**src/sv/assert_macros.svh**
```systemverilog
// ----------------------------------------------------------------------------
// Assertion macros
// Shared wrappers for the concurrent checks of the text-to-integer block.
// ----------------------------------------------------------------------------
`ifndef ASSERT_MACROS_SVH
`define ASSERT_MACROS_SVH

// Clocked property, switched off while reset is asserted.
`define BNTOI_ASSERT(lbl, clk, rst_n, prop, msg) \
  lbl: assert property (@(posedge clk) disable iff (!rst_n) prop) else $error(msg);

// Condition that must hold at every clock edge out of reset.
`define BNTOI_ASSERT_ALWAYS(lbl, clk, rst_n, expr, msg) \
  `BNTOI_ASSERT(lbl, clk, rst_n, (expr), msg)

`endif

```
**src/sv/bntoi_pkg.sv**
```systemverilog
// ----------------------------------------------------------------------------
// bntoi_pkg
// Types and constants shared by the text-to-integer front end, queue and back end.
// ----------------------------------------------------------------------------
package bntoi_pkg;

  localparam int unsigned MAX_SYMBOLS = 16;
  localparam int unsigned LenW        = $clog2(MAX_SYMBOLS + 1);
  localparam int unsigned DigW        = $clog2(MAX_SYMBOLS);
  localparam int unsigned AlphaW      = 8 * MAX_SYMBOLS;

  // Queue depth between front and back end; must be a power of two.
  localparam int unsigned QDEPTH = 2;
  localparam int unsigned QAW    = (QDEPTH > 1) ? $clog2(QDEPTH) : 1;
  localparam int unsigned QCntW  = $clog2(QDEPTH + 1);

  localparam int unsigned CfgIdxW = 2;
  localparam int unsigned CfgW    = 64;

  localparam logic [CfgIdxW-1:0] CFG_BASE_LENGTH  = 2'd0;
  localparam logic [CfgIdxW-1:0] CFG_SYMBOLS_LOW  = 2'd1;
  localparam logic [CfgIdxW-1:0] CFG_SYMBOLS_HIGH = 2'd2;

  localparam logic [4:0]  BASE_LENGTH_RST  = 5'd10;
  localparam logic [63:0] SYMBOLS_LOW_RST  = 64'h3736353433323130;
  localparam logic [63:0] SYMBOLS_HIGH_RST = 64'h0000000000003938;

  localparam logic [7:0] CH_MINUS = 8'h2D;
  localparam logic [7:0] CH_PLUS  = 8'h2B;
  localparam logic [7:0] CH_SPACE = 8'h20;
  localparam logic [7:0] CH_TAB   = 8'h09;
  localparam logic [7:0] CH_CR    = 8'h0D;
  localparam logic [7:0] CH_LF    = 8'h0A;
  localparam logic [7:0] CH_VT    = 8'h0B;
  localparam logic [7:0] CH_FF    = 8'h0C;

  // One classified character as it travels from the front to the back end.
  typedef struct packed {
    logic            last;
    logic            is_space;
    logic            is_plus;
    logic            is_minus;
    logic            hit;
    logic [DigW-1:0] digit;
    logic [LenW-1:0] radix;
  } token_t;

  typedef enum logic [2:0] {
    PH_SKIP    = 3'b001,
    PH_DIGITS  = 3'b010,
    PH_STOPPED = 3'b100
  } phase_e;

endpackage

```
**src/sv/bntoi_front.sv**
```systemverilog
// ----------------------------------------------------------------------------
// bntoi_front
// Holds the alphabet registers and classifies each incoming character.
// ----------------------------------------------------------------------------
module bntoi_front (
  input  logic                          clk_i,
  input  logic                          rst_ni,
  input  logic                          cfg_valid_i,
  output logic                          cfg_ready_o,
  input  logic [bntoi_pkg::CfgIdxW-1:0] cfg_index_i,
  input  logic [bntoi_pkg::CfgW-1:0]    cfg_data_i,
  input  logic [7:0]                    ch_i,
  input  logic                          last_i,
  output bntoi_pkg::token_t             token_o
);
  import bntoi_pkg::*;

  logic [4:0]        base_length_q;
  logic [63:0]       symbols_low_q;
  logic [63:0]       symbols_high_q;
  logic [AlphaW-1:0] alphabet;
  logic [LenW-1:0]   radix;
  logic              hit;
  logic [DigW-1:0]   digit;

  assign cfg_ready_o = 1'b1;

  always_ff @(posedge clk_i or negedge rst_ni) begin
    if (!rst_ni) begin
      base_length_q  <= BASE_LENGTH_RST;
      symbols_low_q  <= SYMBOLS_LOW_RST;
      symbols_high_q <= SYMBOLS_HIGH_RST;
    end else if (cfg_valid_i && cfg_ready_o) begin
      case (cfg_index_i)
        CFG_BASE_LENGTH:  base_length_q  <= cfg_data_i[4:0];
        CFG_SYMBOLS_LOW:  symbols_low_q  <= cfg_data_i;
        CFG_SYMBOLS_HIGH: symbols_high_q <= cfg_data_i;
        default: ;
      endcase
    end
  end

  assign alphabet = {symbols_high_q, symbols_low_q};
  assign radix = (base_length_q > LenW'(MAX_SYMBOLS)) ? LenW'(MAX_SYMBOLS) : base_length_q;

  // Parallel compare against every symbol; scanning downward leaves the lowest match.
  always_comb begin
    hit   = 1'b0;
    digit = '0;
    for (int i = MAX_SYMBOLS - 1; i >= 0; i--) begin
      if (alphabet[8*i +: 8] == ch_i && LenW'(i) < radix) begin
        hit   = 1'b1;
        digit = DigW'(i);
      end
    end
  end

  always_comb begin
    token_o.last     = last_i;
    token_o.is_space = (ch_i == CH_SPACE) || (ch_i == CH_TAB) || (ch_i == CH_CR) ||
                       (ch_i == CH_LF) || (ch_i == CH_VT) || (ch_i == CH_FF);
    token_o.is_plus  = (ch_i == CH_PLUS);
    token_o.is_minus = (ch_i == CH_MINUS);
    token_o.hit      = hit;
    token_o.digit    = digit;
    token_o.radix    = radix;
  end

endmodule

```
**src/sv/bntoi_queue.sv**
```systemverilog
// ----------------------------------------------------------------------------
// bntoi_queue
// Short first-word-fall-through queue of classified characters.
// ----------------------------------------------------------------------------
`include "assert_macros.svh"

module bntoi_queue (
  input  logic              clk_i,
  input  logic              rst_ni,
  input  logic              push_i,
  input  bntoi_pkg::token_t token_i,
  output logic              full_o,
  output logic              valid_o,
  input  logic              pop_i,
  output bntoi_pkg::token_t token_o
);
  import bntoi_pkg::*;

  token_t           mem_q [QDEPTH];
  logic [QAW-1:0]   wr_ptr_q;
  logic [QAW-1:0]   rd_ptr_q;
  logic [QCntW-1:0] count_q;
  logic [QCntW-1:0] count_d;
  logic             push;
  logic             pop;

  assign full_o  = (count_q == QCntW'(QDEPTH));
  assign valid_o = (count_q != '0);
  assign push    = push_i && !full_o;
  assign pop     = pop_i && valid_o;
  assign token_o = mem_q[rd_ptr_q];

  always_comb begin
    count_d = count_q;
    if (push && !pop) begin
      count_d = count_q + QCntW'(1);
    end else if (pop && !push) begin
      count_d = count_q - QCntW'(1);
    end
  end

  always_ff @(posedge clk_i) begin
    if (push) begin
      mem_q[wr_ptr_q] <= token_i;
    end
  end

  always_ff @(posedge clk_i or negedge rst_ni) begin
    if (!rst_ni) begin
      wr_ptr_q <= '0;
      rd_ptr_q <= '0;
      count_q  <= '0;
    end else begin
      if (push) begin
        wr_ptr_q <= wr_ptr_q + QAW'(1);
      end
      if (pop) begin
        rd_ptr_q <= rd_ptr_q + QAW'(1);
      end
      count_q <= count_d;
    end
  end

  `BNTOI_ASSERT_ALWAYS(a_count_bound, clk_i, rst_ni, count_q <= QCntW'(QDEPTH), "queue overfilled")
  `BNTOI_ASSERT(a_count_track, clk_i, rst_ni, push && !pop |=> count_q == $past(count_q) + QCntW'(1), "queue count lost a word")

endmodule

```
**src/sv/bntoi_back.sv**
```systemverilog
// ----------------------------------------------------------------------------
// bntoi_back
// Parse state machine, multiply-add accumulator and result output register.
// ----------------------------------------------------------------------------
`include "assert_macros.svh"

module bntoi_back (
  input  logic               clk_i,
  input  logic               rst_ni,
  input  logic               valid_i,
  input  bntoi_pkg::token_t  token_i,
  output logic               pop_o,
  output logic               out_valid_o,
  input  logic               out_stall_i,
  output logic signed [31:0] value_o,
  output logic               stopped_o
);
  import bntoi_pkg::*;

  phase_e      phase_q, phase_d;
  logic        neg_q, neg_d;
  logic [31:0] acc_q, acc_d;
  logic        out_valid_q, out_valid_d;
  logic [31:0] value_q;
  logic        stopped_q;
  logic        out_free;
  logic        emit;
  logic [31:0] prod;

  // The result register can take a new word when it is empty or being drained.
  assign out_free = !out_valid_q || !out_stall_i;
  assign pop_o    = valid_i && (!token_i.last || out_free);
  assign emit     = pop_o && token_i.last;
  assign prod     = acc_q * 32'(token_i.radix);

  always_comb begin
    phase_d = phase_q;
    neg_d   = neg_q;
    acc_d   = acc_q;
    if (pop_o) begin
      if (token_i.last) begin
        phase_d = PH_SKIP;
        neg_d   = 1'b0;
        acc_d   = '0;
      end else if (phase_q == PH_STOPPED) begin
        phase_d = PH_STOPPED;
      end else if (phase_q == PH_SKIP && token_i.is_space) begin
        phase_d = PH_SKIP;
      end else if (token_i.is_plus || token_i.is_minus) begin
        if (phase_q == PH_SKIP) begin
          neg_d   = token_i.is_minus;
          phase_d = PH_DIGITS;
        end else begin
          phase_d = PH_STOPPED;
        end
      end else if (token_i.hit) begin
        acc_d   = prod + 32'(token_i.digit);
        phase_d = PH_DIGITS;
      end else begin
        phase_d = PH_STOPPED;
      end
    end
  end

  always_comb begin
    out_valid_d = out_valid_q && out_stall_i;
    if (emit) begin
      out_valid_d = 1'b1;
    end
  end

  always_ff @(posedge clk_i or negedge rst_ni) begin
    if (!rst_ni) begin
      phase_q     <= PH_SKIP;
      neg_q       <= 1'b0;
      acc_q       <= '0;
      out_valid_q <= 1'b0;
    end else begin
      phase_q     <= phase_d;
      neg_q       <= neg_d;
      acc_q       <= acc_d;
      out_valid_q <= out_valid_d;
    end
  end

  always_ff @(posedge clk_i) begin
    if (emit) begin
      value_q   <= neg_q ? (32'd0 - acc_q) : acc_q;
      stopped_q <= (phase_q == PH_STOPPED);
    end
  end

  assign out_valid_o = out_valid_q;
  assign value_o     = value_q;
  assign stopped_o   = stopped_q;

  `BNTOI_ASSERT(a_clear_after_end, clk_i, rst_ni, emit |=> phase_q == PH_SKIP && acc_q == '0 && !neg_q, "state not cleared after end marker")
  `BNTOI_ASSERT_ALWAYS(a_no_overwrite, clk_i, rst_ni, !(emit && out_valid_q && out_stall_i), "pending result overwritten")

endmodule

```
**src/sv/base_n_text_to_integer_core.sv**
```systemverilog
// ----------------------------------------------------------------------------
// base_n_text_to_integer_core
// Text-to-integer converter with a configurable alphabet of up to 16 digits.
// ----------------------------------------------------------------------------
// Characters enter on the input channel (in_valid_i / in_stall_o), one word per
// cycle, with last_i set on the end marker, whose character is ignored. Leading
// whitespace is skipped, one sign is taken, then each alphabet symbol is folded
// in as acc * length + index. A later sign or an unknown character stops the
// parse. Only the end marker produces an output word (value_o, stopped_o) on the
// out_valid_o / out_stall_i channel; the block then clears for the next string.
// Throughput is one character per cycle while the input is not stalled, set by
// the single multiply-add in the back end. The result of an end marker passes
// through the queue and then the result register before it is valid on the
// output. A two-entry queue separates the classifying front end from the
// back end, so the input keeps flowing while a result waits; a stalled result
// holds the back end only when another end marker reaches it, and the input
// stalls once the queue is full. Registers are written on the cfg channel,
// which is always ready; writes should only happen while the block is idle.
// Reset restores base length 10 with the alphabet "0123456789" and clears all
// parse state.
// ----------------------------------------------------------------------------
module base_n_text_to_integer_core (
  input  logic                          clk_i,
  input  logic                          rst_ni,
  input  logic                          cfg_valid_i,
  output logic                          cfg_ready_o,
  input  logic [bntoi_pkg::CfgIdxW-1:0] cfg_index_i,
  input  logic [bntoi_pkg::CfgW-1:0]    cfg_data_i,
  input  logic                          in_valid_i,
  output logic                          in_stall_o,
  input  logic [7:0]                    ch_i,
  input  logic                          last_i,
  output logic                          out_valid_o,
  input  logic                          out_stall_i,
  output logic signed [31:0]            value_o,
  output logic                          stopped_o
);
  import bntoi_pkg::*;

  token_t front_token;
  token_t queue_token;
  logic   queue_full;
  logic   queue_valid;
  logic   queue_pop;

  assign in_stall_o = queue_full;

  bntoi_front u_front (
    .clk_i       (clk_i),
    .rst_ni      (rst_ni),
    .cfg_valid_i (cfg_valid_i),
    .cfg_ready_o (cfg_ready_o),
    .cfg_index_i (cfg_index_i),
    .cfg_data_i  (cfg_data_i),
    .ch_i        (ch_i),
    .last_i      (last_i),
    .token_o     (front_token)
  );

  bntoi_queue u_queue (
    .clk_i   (clk_i),
    .rst_ni  (rst_ni),
    .push_i  (in_valid_i),
    .token_i (front_token),
    .full_o  (queue_full),
    .valid_o (queue_valid),
    .pop_i   (queue_pop),
    .token_o (queue_token)
  );

  bntoi_back u_back (
    .clk_i       (clk_i),
    .rst_ni      (rst_ni),
    .valid_i     (queue_valid),
    .token_i     (queue_token),
    .pop_o       (queue_pop),
    .out_valid_o (out_valid_o),
    .out_stall_i (out_stall_i),
    .value_o     (value_o),
    .stopped_o   (stopped_o)
  );

endmodule
```
**config.mk**
```make
export PLATFORM = sky130hd
export DESIGN_NAME = base_n_text_to_integer_core
export DESIGN_NICKNAME = d
export VERILOG_FILES = /design/src/sv/bntoi_pkg.sv /design/src/sv/bntoi_front.sv /design/src/sv/bntoi_queue.sv /design/src/sv/bntoi_back.sv /design/src/sv/base_n_text_to_integer_core.sv
export VERILOG_INCLUDE_DIRS = /design/src /design/src/sv
export SDC_FILE = /design/constraint.sdc
export NUM_CORES = 1
export LEC_CHECK = 0
export BUFFER_PORTS_ARGS = -buffer_cell sky130_fd_sc_hd__buf_2
export CAP_MARGIN = 20
export CORE_MARGIN = 8
export CORE_UTILIZATION = 45
export DETAILED_ROUTE_END_ITERATION = 8
export GPL_TIMING_DRIVEN = 0
export PLACE_DENSITY = 0.65
export SETUP_SLACK_MARGIN = 0.02
export SYNTH_ARGS = -nofsm -noshare
export SYNTH_HDL_FRONTEND = slang
export SYNTH_SLANG_ARGS = --single-unit
```
**constraint.sdc**
```tcl
create_clock -name clk_i -period 12.8 [get_ports clk_i]
set_clock_uncertainty 0.1 [all_clocks]
set_input_delay 2.56 -clock clk_i [delete_from_list [all_inputs] [get_ports clk_i]]
set_output_delay 2.56 -clock clk_i [all_outputs]
set_load 0.01 [all_outputs]
```
==> flow_metrics.tcl, run 1 <==
set metrics [dict create \
    crit_path_top_delay_cell "fa_1" \
    ir_drop_mv 0.147 \
    cap_viol_max_count 0 \
    multi_input_area_mm2 0.00902 \
    rr_worst_depth 19 \
    synth_edf_count 61 \
    grt-ovfl-total 0 \
    routed_wl_mm 40.1 \
    antenna_found_initial 5 \
    fmax_mhz 142 \
    cp_max_fo 10 \
    outcome "completed" \
    power_density_mw_per_mm2 159 \
    critPathLaunchType "register" \
    die_w_um 206 \
    synth_seq_cells 235 \
    clk_latency_ns 0.56 \
    async_reset_ff_share_pct 74.0 \
    first_pass_iters 5 \
    maxSlewViolCount 0 \
    grt_max_degree 98 \
    worstMarginPinSlew_ns 1.09 \
    die-height_um 206 \
    crit_path_end_kind "register" \
    cts.clk_slew.worst_paths_ns 0.06 \
    avgSynthCellArea_um2 10.7 \
    drcViolationCount 0 \
    relSlewSlack_pct 27.2 \
    routabilityCongestion 0.898 \
    core-area_mm2 0.0356 \
    path_depth 19 \
    nFillCells 3252 \
    ant_nets 0 \
    dieArea_mm2 0.0425 \
    numCtsBuffers 27 \
    num_io_pins 116 \
    period_share_pct 54.8 \
    hold_violations 0 \
    port_buffers 108 \
    first_global_vias 12100 \
    hold_path_class "register to register" \
    root_buffer "clkbuf_16" \
    power_mw 2.93 \
    fin_tns_setup_ns 0 \
    cp.required_ns 13.13 \
    grt_pass1_wl_mm 64.7 \
    viasPerCell 5.28 \
    seq_area_mm2 0.00623 \
    critical_path_buf_inv_count 5 \
    drive_gt1_share_pct 21.5 \
    syn_to_final_growth_pct 13.2 \
    rsz0062_at_grt "no" \
    setup_viol 0 \
    synth_ff_type "dfrtp_1" \
    crit_type "register to register" \
    layout.nets 1886 \
    yosysTopAreaCell "dfrtp_1" \
    rows 69 \
    min_period_ns 7.02 \
    hold_depth 1 \
    grt_usage_pct 19.2 \
    vias 11300 \
    hold_buffers 0 \
    slowest_delay_ns 0.54 \
    netlist.area_leader.share_pct 20.9 \
    drt_iter0_markers 469 \
    clock_sinks 235 \
    yosys_warnings 0 \
    yosysSeqAreaShare_pct 38.3 \
    synth_fp_nets 1745 \
    synth_area_leaders "dfrtp_1 (21%), edfxtp_1 (11%), fa_1 (11%)" \
    synthesis.area_mm2 0.0163 \
    wl_per_cell_um 18.8 \
    syn_inst 1515 \
    path_cells "clkbuf_1 -> clkbuf_1 -> mux2_2 -> clkbuf_1 -> clkbuf_1 -> nand2_1 -> fa_1 -> fa_1 -> fa_1 -> inv_1 -> ha_1 -> nor2b_1 -> o211ai_1 -> a21oi_1 -> or3_1 -> a31oi_1 -> o31ai_1 -> nor4b_1 -> or3_1" \
    worstPathArrival_ns 7.35 \
    postCtsResizedCells 0 \
    ys_types 66 \
    crit_family "adder cells" \
    htreeDepth 1 \
    path_common_cell "clkbuf_1" \
    p_leak_nw 8.04 \
    cts_setup_buffers 0 \
    dp_hpwl_mm 30.0 \
    start_util_pct 45.7 \
    cts_tree "built" \
    clock_path_buffers 3 \
]
## where the power goes
| group | switching (mW) | total, mW | internal [mW] |
|---|---|---|---|
| sequential | 0.0934 | 1.08 | 0.986 |
| clock | 0.317 | 0.806 | 0.489 |
| combinational | 0.638 | 1.04 | 0.403 |
| total | 1.05 | 2.93 | 1.88 |
## through the flow
step           cells  utilization [%]  instance area [um^2]  setup slack [ns]  hold WS (ns)
2_1_floorplan   1515                -                 16300              7.05         0.361
3_3_place_gp    2084             48.9                 17400              5.87         0.377
3_5_place_dp    2086             49.1                 17500              5.77         0.399
4_1_cts         2136             51.7                 18400              5.75         0.411
5_1_grt         2138             51.8                 18400              5.28         0.438
6_report        2140             51.8                 18400              5.78         0.401
## synth_stat cells (28+ instances only)
master,count
nand2_1,70
dfrtp_1,136
fa_1,86
mux2_2,142
nor2b_1,67
dfstp_2,38
o21ai_0,49
a21oi_1,28
clkbuf_1,65
nor2_1,40
xnor2_1,131
inv_1,164
ha_1,64
xor2_1,63
edfxtp_1,61
and2_1,73
## layer usage
metal / vias to the layer above / GRT usage [%] / part of all wire, %
met2: 267 / 33.2 / 49
met5: - / 0 / 0.097
met3: 81 / 3.57 / 5.5
met4: 6 / 5.88 / 2.7
li1: 5320 / - / -
met1: 5615 / 24.0 / 43
## layout make-up
type / instances / area share, %
diodes: 2 / 0.0272
plain buffers: 88 / 2.19
clock buffers: 43 / 4.52
clock inverters: 7 / 0.598
inverters: 164 / 3.34
multi-input cells: 1028 / 49.0
flip-flops and latches: 235 / 33.8
well taps: 461 / 3.13
repair buffers: 112 / 3.41
## logic make-up (layout without fill, tap and decap cells)
logic type      Yosys count  after routing  share of synthesized area, %
xor+xnor                194            194                          10.4
other cells               1              3                        0.0230
compound gates          160            160                          6.54
fa+ha+maj               150            150                          15.5
buf+inv                 252            414                          6.26
mux                     149            149                          10.3
simple gates            374            374                          12.7
flops                   235            235                          38.3
## flip-flops by register name, indices dropped and copies added, names as in the netlist, 2 cells and up
signal	cells
u_queue.mem_q	28
u_front.symbols_low_q	64
u_front.base_length_q	5
u_back.acc_q	32
u_back.phase_q	3
u_queue.count_q	2
u_back.value_o	32
u_front.symbols_high_q	64
## path summary, 6_finish.rpt
check | slack [ns] | end | from
max reg2reg | 5.78 | u_back.acc_q[30]$_DFFE_PN0P_ | u_queue.rd_ptr_q$_DFFE_PN0P_
max in group asynchronous | 9.77 | u_back.acc_q[18]$_DFFE_PN0P_ | rst_ni
max | 5.78 | u_back.acc_q[30]$_DFFE_PN0P_ | u_queue.rd_ptr_q$_DFFE_PN0P_
min | 0.40 | u_queue.wr_ptr_q$_DFFE_PN0P_ | u_queue.wr_ptr_q$_DFFE_PN0P_
min reg2reg | 0.40 | u_queue.wr_ptr_q$_DFFE_PN0P_ | u_queue.wr_ptr_q$_DFFE_PN0P_
min in group asynchronous | 1.88 | u_front.symbols_low_q[43]$_DFFE_PN0P_ | rst_ni
## worst register-to-register path, stage by stage (launching register included)
cell	delay (ns)
dfrtp_1	0.32
clkbuf_1	0.41
clkbuf_1	0.51
mux2_2	0.28
clkbuf_1	0.47
clkbuf_1	0.46
nand2_1	0.14
fa_1	0.54
fa_1	0.53
fa_1	0.54
inv_1	0.04
ha_1	0.33
nor2b_1	0.17
o211ai_1	0.21
a21oi_1	0.14
or3_1	0.47
a31oi_1	0.47
o31ai_1	0.20
nor4b_1	0.18
or3_1	0.37
## cell usage in the layout, fill, tap and decap left out, types with 28 or more instances in the layout
master | netlist | final
clkbuf_16 | 0 | 29
a21oi_1 | 28 | 28
buf_2 | 3 | 110
xor2_1 | 63 | 63
dfrtp_1 | 136 | 136
o21ai_0 | 49 | 49
edfxtp_1 | 61 | 61
nand2_1 | 70 | 70
fa_1 | 86 | 86
clkbuf_1 | 65 | 73
xnor2_1 | 131 | 131
and2_1 | 73 | 73
nor2_1 | 40 | 40
mux2_2 | 142 | 142
nor2b_1 | 67 | 67
inv_1 | 164 | 164
ha_1 | 64 | 64
dfstp_2 | 38 | 38
(Power assumes the default switching activity.)
==> inputs of run 2 (changes only) <==
==> constraint.sdc (replaced) <==
create_clock -name clk_i -period 7 [get_ports clk_i]
set_clock_uncertainty 0.1 [all_clocks]
set_input_delay 1.4 -clock clk_i [delete_from_list [all_inputs] [get_ports clk_i]]
set_output_delay 1.4 -clock clk_i [all_outputs]
set_load 0.01 [all_outputs]
==> run 2 against run 1 <==
Effect of this change:
- sequential share of layout area hardly changed
- fmax is 5.0% higher
- register-to-register slack worse by 5.5 ns
- sequential power is 83% higher
- via count is 0.33% higher
- non-clock buffer count is 1 lower
- worst hold slack hardly changed
- largest power group unchanged
- utilization hardly changed
- worst setup slack worse by 5.5 ns
- clock power is 82% higher
- largest cell class unchanged
==> flow_metrics.tcl, run 2 (synthesis results as in run 1) <==
set metrics [dict create \
    hold_violations 0 \
    drt_iter0_markers 507 \
    root_buffer "clkbuf_16" \
    multi_input_area_mm2 0.00902 \
    outcome "completed" \
    grt_usage_pct 19.2 \
    fin_area_mm2 0.0184 \
    period_share_pct 95.5 \
    seq_area_mm2 0.00623 \
    antenna_found_initial 5 \
    numCtsBuffers 27 \
    wl_met3_mm 2.14 \
    drcViolationCount 0 \
    utilization_pct 51.8 \
    min_to "u_queue.wr_ptr_q$_DFFE_PN0P_" \
    crit_path_end_kind "register" \
    reg.largest.list "u_front.symbols_high_q (64), u_front.symbols_low_q (64)" \
    routabilityCongestion 0.898 \
    wl_per_cell_um 18.8 \
    p_leak_nw 8.06 \
    relSlewSlack_pct 26.8 \
    reg2reg_slack_ns 0.31 \
    path_cells "clkbuf_1 -> clkbuf_2 -> mux2_2 -> clkbuf_1 -> and2_1 -> fa_1 -> fa_1 -> inv_1 -> fa_1 -> inv_1 -> ha_1 -> a21oi_1 -> a21oi_1 -> or3_1 -> a31oi_1 -> o31ai_1 -> nor4b_1 -> or3_1" \
    rows 69 \
    clock_sinks 235 \
    num_io_pins 116 \
    crit_path_top_delay_cell "fa_1" \
    cap_viol_max_count 0 \
    clk_latency_ns 0.56 \
    drive_gt1_share_pct 21.8 \
    worstPathArrival_ns 7.01 \
    power_mw 5.35 \
    power_density_mw_per_mm2 290 \
    cp_max_fo 10 \
    wl_met1_mm 17.1 \
    routed_wl_mm 40.2 \
    layout.nets 1885 \
    rr_worst_depth 18 \
    maxSlewViolCount 0 \
    fin_tns_setup_ns 0 \
    r2r_end "u_back.acc_q[30]$_DFFE_PN0P_" \
    slowest_delay_ns 0.55 \
    start_util_pct 45.7 \
    cts.clk_slew.worst_paths_ns 0.06 \
    grt_pass1_wl_mm 64.7 \
    dp_hpwl_mm 30.0 \
    cts_tree "built" \
    die-height_um 206 \
    core-area_mm2 0.0356 \
    worstHoldStart "u_queue.wr_ptr_q$_DFFE_PN0P_" \
    worstMarginPinSlew_ns 1.10 \
    min_period_ns 6.69 \
    path_common_cell "fa_1" \
    rsz0062_at_grt "no" \
    hold_path_class "register to register" \
    port_buffers 108 \
    vias 11300 \
    viasPerCell 5.29 \
    hold_depth 1 \
    grt_max_degree 98 \
    htreeDepth 1 \
    r2r_start "u_queue.rd_ptr_q$_DFFE_PN0P_" \
    first_pass_iters 5 \
    ant_nets 0 \
    ir_drop_mv 0.267 \
    syn_to_final_growth_pct 13.3 \
    top_layer "met5" \
    die_w_um 206 \
    layout_commonest_cell "inv_1" \
    wl_met2_mm 19.8 \
    crit_type "register to register" \
    grt-ovfl-total 0 \
    nFillCells 3250 \
    critPathLaunchType "register" \
    setup_viol 0 \
    first_global_vias 12100 \
    place_area_mm2 0.0175 \
    cp.required_ns 7.33 \
    fmax_mhz 150 \
    mostFrequentLayoutCells "inv_1 (164), mux2_2 (142), dfrtp_1 (136), xnor2_1 (131), buf_2 (110)" \
    clock_path_buffers 3 \
    dieArea_mm2 0.0425 \
]
[run 2: changes by cell type in the layout (fill, tap and decap cells not counted), sizes merged]
cell,change
clkbuf,-1
diode,+1
[run 2: through the flow]
stage,worst slack [ns],std cells,hold WS (ns)
floorplan,1.25,1515,0.361
global placement,0.0694,2084,0.377
detailed placement,-0.0319,2086,0.399
CTS,0.156,2136,0.411
global route,0.0343,2137,0.438
finish,0.312,2140,0.401
[run 2: cell type report]
type	count	area share, %
plain buffers	87	2.19
well taps	461	3.13
repair buffers	112	3.41
multi-input cells	1028	49.0
inverters	164	3.34
diodes	3	0.0407
clock buffers	43	4.51
flip-flops and latches	235	33.8
clock inverters	7	0.597
[run 2: worst max-delay path by stage]
stage | startpoint | endpoint | slack (ns) | depth (start not counted)
4_1_cts | u_queue.rd_ptr_q$_DFFE_PN0P_ | u_back.acc_q[30]$_DFFE_PN0P_ | 0.16 | 19
3_5_place_dp | u_queue.rd_ptr_q$_DFFE_PN0P_ | u_back.acc_q[30]$_DFFE_PN0P_ | -0.03 | 19
2_1_floorplan | u_queue.rd_ptr_q$_DFFE_PN0P_ | u_back.acc_q[30]$_DFFE_PN0P_ | 1.25 | 19
6_report | u_queue.rd_ptr_q$_DFFE_PN0P_ | u_back.acc_q[30]$_DFFE_PN0P_ | 0.31 | 18
3_3_place_gp | u_queue.rd_ptr_q$_DFFE_PN0P_ | u_back.acc_q[30]$_DFFE_PN0P_ | 0.07 | 19
5_1_grt | u_queue.rd_ptr_q$_DFFE_PN0P_ | u_back.acc_q[30]$_DFFE_PN0P_ | 0.03 | 18
[run 2: timing repair]
action | in CTS | in global routing
setup buffers | 0 | 0
hold buffers | 0 | 0
resized for setup | 1 | 7
endpoints found under the setup margin | 2 | 8
[run 2: routing by layer]
layer	up-vias	GRT usage, %
met5	-	0
met4	6	5.88
li1	5320	-
met1	5647	24.0
met3	84	3.57
met2	269	33.2
[run 2: power breakdown]
| group | total, mW | internal, mW | switching (mW) |
|---|---|---|---|
| logic | 1.90 | 0.739 | 1.16 |
| clock network | 1.47 | 0.893 | 0.581 |
| registers | 1.98 | 1.80 | 0.172 |
[run 2: worst max-delay path: cells and delay by family, from the launching register on]
family | cells | cell delay [ns]
AND/OR/NAND/NOR | 4 | 1.31
flip-flops | 1 | 0.32
adder cells (fa/ha/maj) | 4 | 1.94
multiplexers | 1 | 0.53
AO/OA/AOI/OAI | 4 | 1.09
buffers and inverters | 5 | 1.24
==> inputs of run 3 (changes only) <==
--- a/config.mk
+++ b/config.mk
@@ -8,6 +8,7 @@
 export LEC_CHECK = 0
 export BUFFER_PORTS_ARGS = -buffer_cell sky130_fd_sc_hd__buf_2
 export CAP_MARGIN = 20
+export CORE_ASPECT_RATIO = 1.4
 export CORE_MARGIN = 8
 export CORE_UTILIZATION = 45
 export DETAILED_ROUTE_END_ITERATION = 8
==> run 3 against run 2 <==
Effect of this change:
- sequential power about the same
- worst hold slack worse by 0.0056 ns
- cell count down 0.33%
- first-iteration DRC count down 12%
- combinational power down 3%
- clock power down 5%
- routed wire length down 1.2%
- die area up 0.20%
- flip-flop and latch count unchanged
- fmax up 2.4%
- total power down 2.3%
- critical endpoint unchanged
==> flow_metrics.tcl, run 3 (synthesis results as in run 1) <==
set metrics [dict create \
    reg.largest.list "u_front.symbols_high_q (64), u_front.symbols_low_q (64)" \
    cap_viol_max_count 0 \
    port_buffers 108 \
    fin_hold_ws_ns 0.395 \
    relSlewSlack_pct 28.8 \
    seqPwrFrac_pct 38.0 \
    grt_max_degree 111 \
    htreeDepth 1 \
    clock_sinks 235 \
    layout_commonest_cell "inv_1" \
    ir_drop_mv 0.208 \
    drcViolationCount 0 \
    clk_latency_ns 0.54 \
    vias 11300 \
    period_share_pct 93.3 \
    hold_buffers 0 \
    root_buffer "clkbuf_16" \
    hold_path_class "register to register" \
    mostFrequentLayoutCells "inv_1 (164), mux2_2 (142), dfrtp_1 (136), xnor2_1 (131), buf_2 (110)" \
    sw_frac_of_total_pct 35.1 \
    viasPerCell 5.30 \
    grt_usage_pct 18.8 \
    crit_type "register to register" \
    crit_family "adder cells" \
    switching_power_mw 1.84 \
    die-height_um 241 \
    cp_max_fo 10 \
    p_leak_nw 8.03 \
    clockPowerShare_pct 26.8 \
    ant_nets 0 \
    core-area_mm2 0.0357 \
    setup_viol 0 \
    numCtsBuffers 26 \
    grt_pass1_wl_mm 63.9 \
    first_pass_iters 5 \
    rows 82 \
    crit_path_end_kind "register" \
    cp.required_ns 7.30 \
    p_int_mw 3.39 \
    path_common_cell "fa_1" \
    routed_wl_mm 39.7 \
    maxSlewViolCount 0 \
    critical_path_buf_inv_count 4 \
    wl_per_cell_um 18.6 \
    antenna_found_initial 0 \
    rsz0062_at_grt "no" \
    fin_tns_setup_ns 0 \
    power_density_mw_per_mm2 285 \
    cts_tree "built" \
    worstPathArrival_ns 6.83 \
    dp_hpwl_mm 30.4 \
    place_area_mm2 0.0175 \
    num_antenna_cells 0 \
    cts.clk_slew.worst_paths_ns 0.06 \
    fmax_mhz 153 \
    slowest_delay_ns 0.58 \
    outcome "completed" \
    syn_to_final_growth_pct 12.8 \
    min_period_ns 6.53 \
    layout.nets 1882 \
    dieArea_mm2 0.0426 \
    combPwrFrac_pct 35.2 \
    drive_gt1_share_pct 21.7 \
    start_util_pct 45.6 \
    hold_violations 0 \
    fin_area_mm2 0.0184 \
    first_global_vias 12300 \
    drt_iter0_markers 447 \
    path_cells "clkbuf_2 -> mux2_2 -> clkbuf_1 -> and2_1 -> fa_1 -> fa_1 -> inv_1 -> fa_1 -> inv_1 -> ha_1 -> a21oi_1 -> a21oi_1 -> or3_1 -> a31oi_1 -> o31ai_1 -> nor4b_1 -> or3_1" \
    critPathLaunchType "register" \
    routabilityCongestion 0.864 \
    worstMarginPinSlew_ns 1.07 \
    clock_path_buffers 3 \
    num_io_pins 116 \
    grt-ovfl-total 0 \
    die_w_um 177 \
    cts_setup_buffers 0 \
    crit_path_top_delay_cell "dfrtp_1" \
]
## run 3: area by class of cell
cell class / instances / area [um^2]
Fill cell: 3267 / 17400
Multi-Input combinational cell: 1028 / 9020
Sequential cell: 235 / 6230
Clock buffer: 44 / 845
Inverter: 164 / 616
Timing Repair Buffer: 111 / 613
Tap cell: 462 / 578
Buffer: 86 / 400
Clock inverter: 3 / 43.8
## run 3: worst reg2reg max path, cell delays in order, from the launching register on
cell      delay (ns)
dfrtp_1         0.58
clkbuf_2        0.35
mux2_2          0.54
clkbuf_1        0.36
and2_1          0.29
fa_1            0.51
fa_1            0.56
inv_1           0.06
fa_1            0.53
inv_1           0.04
ha_1            0.35
a21oi_1         0.27
a21oi_1         0.13
or3_1           0.46
a31oi_1         0.47
o31ai_1         0.24
nor4b_1         0.19
or3_1           0.38
## run 3: per-layer routing
layer | vias up | GRT usage [%] | share of wire [%]
li1 | 5293 | - | -
met1 | 5653 | 20.7 | 39
met2 | 276 | 35.6 | 53
met3 | 77 | 3.13 | 4.8
met4 | 0 | 6.82 | 3.4
met5 | - | 0 | 0
## run 3: repair_timing
| item | 4_1_cts | 5_1_grt |
|---|---|---|
| cloned | 0 | 0 |
| gates resized for setup | 3 | 3 |
| endpoints found under the setup margin | 5 | 9 |
## run 3: path summary, 6_finish.rpt
kind,startpoint,endpoint,slack (ns),cells after the start
worst min-delay path,u_queue.wr_ptr_q$_DFFE_PN0P_,u_queue.wr_ptr_q$_DFFE_PN0P_,0.40,1
min in group asynchronous,rst_ni,u_front.symbols_high_q[27]$_DFFE_PN0P_,0.73,1
worst max-delay path,u_queue.rd_ptr_q$_DFFE_PN0P_,u_back.acc_q[30]$_DFFE_PN0P_,0.47,17
worst min register to register,u_queue.wr_ptr_q$_DFFE_PN0P_,u_queue.wr_ptr_q$_DFFE_PN0P_,0.40,1
worst max register to register,u_queue.rd_ptr_q$_DFFE_PN0P_,u_back.acc_q[30]$_DFFE_PN0P_,0.47,17
max in group asynchronous,rst_ni,u_back.acc_q[19]$_DFFE_PN0P_,5.14,2
## run 3: per-stage QoR
stage          setup slack (ns)  total power, mW  instances  util (%)
6_report                  0.469             5.23       2133      51.4
5_1_grt                   0.145             5.53       2133      51.4
4_1_cts                  0.0966             5.29       2135      51.4
3_5_place_dp             -0.198             3.87       2088      48.9
3_3_place_gp             -0.143             3.79       2085      48.7
2_1_floorplan              1.25             3.23       1515         -
## run 3: power by group through the flow
stage / combinational, mW / sequential, mW / clock, mW
floorplan: 1.23 / 2.00 / 0
global placement: 1.79 / 2.00 / 0
detailed placement: 1.86 / 2.00 / 0
CTS: 1.87 / 1.98 / 1.44
global route: 2.02 / 2.03 / 1.48
finish: 1.84 / 1.99 / 1.40
